`src/lik_pkg.sv`:
```
// ----------------------------------------------------------------------------
// lik_pkg
// Shared widths, constants and the arctangent table for the leg IK pipeline.
// ----------------------------------------------------------------------------
package lik_pkg;

  localparam int POS_W    = 16;
  localparam int LEN_W    = 15;
  localparam int NW       = 36;
  localparam int SQ_W     = 62;
  localparam int SQ_STAGES = SQ_W / 2;
  localparam int AT_IN_W  = 37;
  localparam int AT_W     = 44;
  localparam int ACC_W    = 36;
  localparam int NORM_EXP = 39;
  localparam int NORM_ST  = 4;
  localparam int ATAN_TAB_LEN = 24;

  localparam logic signed [ACC_W-1:0] PI_Q30 = 36'sd3373259426;

  localparam logic [31:0] ATAN_TAB [ATAN_TAB_LEN] = '{
    32'h3243F6A8, 32'h1DAC6705, 32'h0FADBAFC, 32'h07F56EA6, 32'h03FEAB76, 32'h01FFD55B,
    32'h00FFFAAA, 32'h007FFF55, 32'h003FFFEA, 32'h001FFFFD, 32'h000FFFFF, 32'h0007FFFF,
    32'h0003FFFF, 32'h0001FFFF, 32'h0000FFFF, 32'h00007FFF, 32'h00003FFF, 32'h00001FFF,
    32'h00000FFF, 32'h000007FF, 32'h000003FF, 32'h000001FF, 32'h000000FF, 32'h0000007F
  };

  typedef enum logic [1:0] {
    CFG_SHOULDER_OFFSET = 2'd0,
    CFG_UPPER_LINK      = 2'd1,
    CFG_LOWER_LINK      = 2'd2
  } cfg_reg_t;

  typedef struct packed {
    logic                    bad;
    logic signed [POS_W-1:0] x;
    logic signed [POS_W-1:0] y;
    logic signed [POS_W-1:0] z;
    logic signed [NW-1:0]    n;
    logic signed [NW-1:0]    n2a;
  } side_t;

endpackage

```
`src/lik_sqrt.sv`:
```
// ----------------------------------------------------------------------------
// lik_sqrt
// Pipelined floor square root, one result bit per register stage.
// ----------------------------------------------------------------------------
module lik_sqrt (
  input  logic                       clk,
  input  logic                       en,
  input  logic [lik_pkg::SQ_W-1:0]   rad,
  output logic [lik_pkg::SQ_W/2-1:0] root
);
  import lik_pkg::*;

  logic [SQ_W-1:0] v_r [SQ_STAGES];
  logic [SQ_W-1:0] q_r [SQ_STAGES];

  for (genvar k = 0; k < SQ_STAGES; k++) begin : g_stage
    localparam logic [SQ_W-1:0] Bit = {{(SQ_W-1){1'b0}}, 1'b1} << (SQ_W - 2 - 2 * k);
    logic [SQ_W-1:0] vi, qi, t, v_nxt, q_nxt;

    if (k == 0) begin : g_first
      assign vi = rad;
      assign qi = '0;
    end else begin : g_next
      assign vi = v_r[k-1];
      assign qi = q_r[k-1];
    end

    always_comb begin
      t = qi + Bit;
      if (vi >= t) begin
        v_nxt = vi - t;
        q_nxt = (qi >> 1) + Bit;
      end else begin
        v_nxt = vi;
        q_nxt = qi >> 1;
      end
    end

    always_ff @(posedge clk) begin
      if (en) begin
        v_r[k] <= v_nxt;
        q_r[k] <= q_nxt;
      end
    end
  end

  assign root = q_r[SQ_STAGES-1][SQ_W/2-1:0];

endmodule

```
`config.mk`:
```
export PLATFORM = sky130hd
export DESIGN_NAME = lik_sqrt
export DESIGN_NICKNAME = d
export VERILOG_FILES = /design/src/lik_pkg.sv /design/src/lik_sqrt.sv
export SDC_FILE = /design/constraint.sdc
export NUM_CORES = 2
export LEC_CHECK = 0
export BUFFER_PORTS_ARGS = -buffer_cell sky130_fd_sc_hd__buf_2
export CAP_MARGIN = 25
export CORE_ASPECT_RATIO = 0.75
export CORE_MARGIN = 2
export CORE_UTILIZATION = 45
export DETAILED_ROUTE_END_ITERATION = 10
export HOLD_SLACK_MARGIN = 0.08
export SKIP_LAST_GASP = 1
export SLEW_MARGIN = 40
export SYNTH_ARGS = -nofsm -noshare
export SYNTH_HDL_FRONTEND = slang
export SYNTH_SLANG_ARGS = --single-unit
```
`constraint.sdc`:
```
create_clock -name clk -period 4.6 [get_ports clk]
set_input_delay 0.92 -clock clk [delete_from_list [all_inputs] [get_ports clk]]
set_output_delay 0.92 -clock clk [all_outputs]
set_load 0.01 [all_outputs]
```
**After elaboration in Yosys (flattened, before gate mapping)**

Memory sizes are Yosys's and may differ from the RTL's.
Index checks and enable logic that the tools add are counted.

- Logic and storage cells: 188
- Latch bits: 0
- Output and inout port bits: 31
- Register bits: 0
- Bits in read-only memories: 0
- Memories: 2
- Input port bits: 64
- Bits in writable memories: 3844

Memories:

| memory | words | width | read ports | clocked after memory_dff | write ports | line | source |
|---|---|---|---|---|---|---|---|
| q_r | 31 | 62 | 31 | 0 | 31 | lik_sqrt.sv:14 | `logic [SQ_W-1:0] q_r [SQ_STAGES];` |
| v_r | 31 | 62 | 30 | 0 | 31 | lik_sqrt.sv:13 | `logic [SQ_W-1:0] v_r [SQ_STAGES];` |

- Bitwise operators: 0
- Mux-type cells: 64
- Multiply operators: 0
- Magnitude comparators: 31
- Add/sub/neg operators: 91
- Shift operators: 0
- Reduce and logical (&&, ||, !) cells: 0
- Equal/unequal tests: 0
- Divide/modulo/power cells: 0

Operators with widths:

| cell | number |
|---|---|
| 62-bit two-way mux | 61 |
| 62-bit >= comparator | 30 |
| 62-bit subtractor | 30 |
| 61-bit by 1-bit adder with 62-bit output (second input constant) | 1 |
| 61-bit by 11-bit adder with 62-bit output (second input constant) | 1 |
| 61-bit by 13-bit adder with 62-bit output (second input constant) | 1 |
| 61-bit by 15-bit adder with 62-bit output (second input constant) | 1 |
| 61-bit by 17-bit adder with 62-bit output (second input constant) | 1 |
| 61-bit by 19-bit adder with 62-bit output (second input constant) | 1 |
| 61-bit by 21-bit adder with 62-bit output (second input constant) | 1 |
| 61-bit by 23-bit adder with 62-bit output (second input constant) | 1 |
| 61-bit by 25-bit adder with 62-bit output (second input constant) | 1 |
| 61-bit by 27-bit adder with 62-bit output (second input constant) | 1 |
| 61-bit by 29-bit adder with 62-bit output (second input constant) | 1 |
| 61-bit by 3-bit adder with 62-bit output (second input constant) | 1 |
| 61-bit by 31-bit adder with 62-bit output (second input constant) | 1 |
| 61-bit by 33-bit adder with 62-bit output (second input constant) | 1 |
| 61-bit by 35-bit adder with 62-bit output (second input constant) | 1 |
| 61-bit by 37-bit adder with 62-bit output (second input constant) | 1 |
| 61-bit by 39-bit adder with 62-bit output (second input constant) | 1 |
| 61-bit by 41-bit adder with 62-bit output (second input constant) | 1 |
| 61-bit by 43-bit adder with 62-bit output (second input constant) | 1 |
| 61-bit by 45-bit adder with 62-bit output (second input constant) | 1 |
| 61-bit by 47-bit adder with 62-bit output (second input constant) | 1 |
| 43 further kinds | 44 |

**Logic depth before layout (Yosys ltp)**

An unclocked memory read counts as a cell.

- Depth after elaboration: 4
- Gate-level depth with buffers: 15
- Mapped depth without buffers: 14

**Least setup slack after synthesis**

OpenSTA, ideal clock, no wires.

- Path kind: flip-flop to flip-flop
- Start point: memory v_r[14][51] (netlist: v_r[0][919])
- End point: memory v_r[15][53] (netlist: v_r[0][983]) (data pin)
- Clock period less this slack: 3541 ps
- Arrival time: 3261 ps
- Stages on the path, launching flop included: 12
- Setup slack: 1059 ps
- Required time: 4321 ps
- Library setup time: 279 ps
- Path buffers: 1
- Cells stage by stage: edfxtp_1 > or4_4 > or4_4 > or3_1 > or2_1 > or4_4 > a211o_1 > buf_2 > nand2_1 > or4_1 > a2111oi_0 > xor2_1

RTL lines:

| element | line |
|---|---|
| from (decl) | lik_sqrt.sv:13 |

==> impl_metrics.toml <==
[drt]
antenna_violating_nets_post_route = 0
wirelength_mm = 261
drtIter0Drc = 7073
routed_via_density = 5.58
drt-wirelength-per-cell_um = 20.6
via_count = 70473
drc_errors_left = 0
detailedRoute.firstPassIterationCount = 7

[timing]
maxSlewViolCount = 0
period_minus_slack_ns = 4.43
final.period_utilization_pct = 96.3
unrepaired_setup_endpoints_after_global_routing = "no"
maxSlewHeadroom_pct = 40.1
maxClockFrequency_mhz = 226
worst_pin_slew_ns = 0.890
fin_worst_skew_ns = 0.0917
final-setup-viol-count = 0
setup_ws_ns = 0.168
hold_viol_final = 0

[synthesis]
synth-seq-area-share_pct = 62.9
yosys_register_bits = 2356
count_of_mapped_cells_out_of_synthesis = 8888
ys_warn_count = 0
synthesis.area_per_instance_um2 = 12.6
ys_async_sr_fraction_pct = 0
yosys.cell_types.count = 93
synth_flop_cell = "edfxtp_1"
syn-num-nets = 9477
number_of_flops_mapped_to_enable_cells_by_yosys = 2356
synthesis.area_um2 = 112000

[power_and_ir_drop]
vdd.ir_drop.worst_mv = 0.319
cellPowerDensity_nw_per_um2 = 488
p_leak_nw = 46.8

[floorplanning]
die_x_um = 581
fp.dieH_um = 437
initial_utilization_pct = 45.4
core-area_um2 = 248000
io_pins = 95
placement_rows = 158
die_area_um2 = 254000

[placed_design]
gp_congestion = 0.924
sum_of_net_half_perimeters_after_detailed_placement_mm = 195
placed_area_um2 = 118000
post-place-ws_ns = -0.171
port_buffers = 94

[global_route]
grt_pass1_vias = 67464
grt_overflow_total = 0
antenna_found_initial = 20
global_route_wire_length_before_repair_mm = 401
pin_count_of_the_biggest_net_entering_global_routing = 153
grt_usage_pct = 20.1

[setup_path]
timing.critical_path.fanout_max = 11
crit_start = "v_r[1][593]"
slowest_delay_ns = 0.72
cp_cell_sequence = "ha_1, and4_1, nand4_1, or4_1, nand3b_1, nand2b_1, o31ai_4, a211oi_1, nand2_1, or3_1, xnor2_1"
rr_startpoint = "v_r[1][593]"
worst_setup_path_end_kind = "flip-flop"
setup.worst_path.class = "reg2reg"
critPathLaunchType = "flip-flop"
cell_with_the_largest_stage_delay_on_the_worst_path = "or4_1"
worst_ep_required_time_ns = 5.20
worst-endpoint-arrival_ns = 5.03

[hold_path]
timing.hold.worst.start = "rad[47]"
holdCritPathClass = "in2reg"

[cts]
cts_setup_buffers = 0
clock_tree.root_cell = "clkbuf_16"
clockBufferDepth = 4
ctsHtreeMaxLevel = 4
ctsHoldBuffers = 0
cts.sink_count = 2356
cts-buffers-inserted = 232
clk_transition_reported_paths_ns = 0.06
tritoncts = "done"
clock_latency_reported_for_the_late_side_of_the_worst_skew_pair_ns = 0.90

[cells_and_area]
final_layout_size_suffix_gt1_share_pct = 7.86
final_design_area_no_fill_um2 = 125000
seqCellArea_um2 = 70700
multi_input_area_um2 = 38800
n_fill_cell = 21132
final_util_pct = 50.6
syn_to_final_growth_pct = 11.5
nets = 9761

[job]
timing.max_cap.violations = 0

[outcome]
outcome = "completed"
## critical path: cells and delay by family (launching register included)
family / cells / cell delay [ns]
flops: 1 / 0.40
xor+xnor: 1 / 0.14
simple gates: 7 / 2.61
compound gates: 2 / 0.59
fa+ha+maj: 1 / 0.44
## metal layers
layer  vias up  routed length [µm]  GRT usage [%]
met5         -                   0              0
met2      2044              112000           29.7
met3       290               17400           3.41
li1      33845                   -              -
met4         0                4340           3.79
met1     34294              127000           31.2
## layout by cell type (no fill, tap or decap), types with 27 or more instances in the layout
cell	instances
nor4_1	282
mux2_2	84
or4_1	56
nor4b_1	47
clkinv_2	40
and3_1	40
buf_2	93
edfxtp_1	2356
and2_1	27
o21a_1	94
clkbuf_1	44
buf_4	101
nand3_1	173
or3_1	104
nand2_1	605
or2_2	31
a31oi_1	50
xnor2_1	421
a211oi_1	38
ha_1	525
clkbuf_16	232
nand4_1	133
o31ai_1	33
a21o_1	196
o21ai_0	443
bufinv_16	29
xor2_1	406
o21bai_1	44
nand2b_1	115
nor2_1	551
clkinv_1	41
nor2b_1	76
nand3b_1	31
a21oi_1	507
nor3_1	232
inv_1	645
## metrics by stage
step	hold slack (ns)	TNS [ns]	power [mW]	std cells
2_1_floorplan	0.417	0	38.1	8888
3_3_place_gp	0.428	-6.47	42.2	12217
3_5_place_dp	0.426	-0.403	42.4	12217
4_1_cts	0.109	0	61.5	12632
5_1_grt	0.136	0	64.2	12634
6_report	0.189	0	61.1	12636
## timing repair
action	in CTS	in global routing
endpoints found under the hold margin	0	0
gates resized for setup	1	4
endpoints found under the setup margin	6	8
## cell families (layout without fill, tap and decap cells)
logic type,count (synthesis),count (layout),share of synthesized area [%]
mux,96,96,0.948
other cells,0,3,0
compound gates,1643,1643,9.05
simple gates,2622,2622,12.0
xor+xnor,827,827,6.44
buf+inv,819,1284,2.77
flops,2356,2356,62.9
fa+ha+maj,525,525,5.84
## area by class of cell
type                    instances  area share (%)
flip-flops and latches       2356            56.4
multi-input cells            5713            31.0
clock buffers                 276            4.76
well taps                    3280            3.27
inverters                     648            1.94
repair buffers                221            1.41
clock inverters               139            1.19
diodes                          3         0.00599
## Yosys cell counts (all sizes together), types with 94 or more instances
master	number	area share (%)
o21ai	446	2.0
nor2	553	1.8
nand4	133	0.74
clkbuf	139	0.46
nand2	605	2.0
ha	525	5.8
a21oi	507	2.3
nor4	301	1.7
nand2b	115	0.64
or3	106	0.60
a21o	196	1.3
edfxtp	2356	63
nor3	235	1.1
inv	648	2.2
xnor2	421	3.3
o21a	94	0.63
xor2	406	3.2
nand3	173	0.77
## power breakdown
part | internal (mW) | leakage, nW | switching, mW
registers | 27.2 | 22.7 | 2.20
logic | 5.27 | 20.5 | 7.51
clock network | 10.9 | 3.62 | 8.02
total | 43.4 | 46.8 | 17.7
## sequential cells by signal, indices dropped and copies added, names as in the netlist
signal,cells
v_r,1860
q_r,496
## final timing paths
path         cells after the start  slack (ns)     endpoint
max                             11        0.17  v_r[1][666]
min                              1        0.19   v_r[0][47]
max reg2reg                     11        0.17  v_r[1][666]
min reg2reg                      0        0.39  v_r[1][434]
Note: power is estimated with default switching activity, not from simulation.
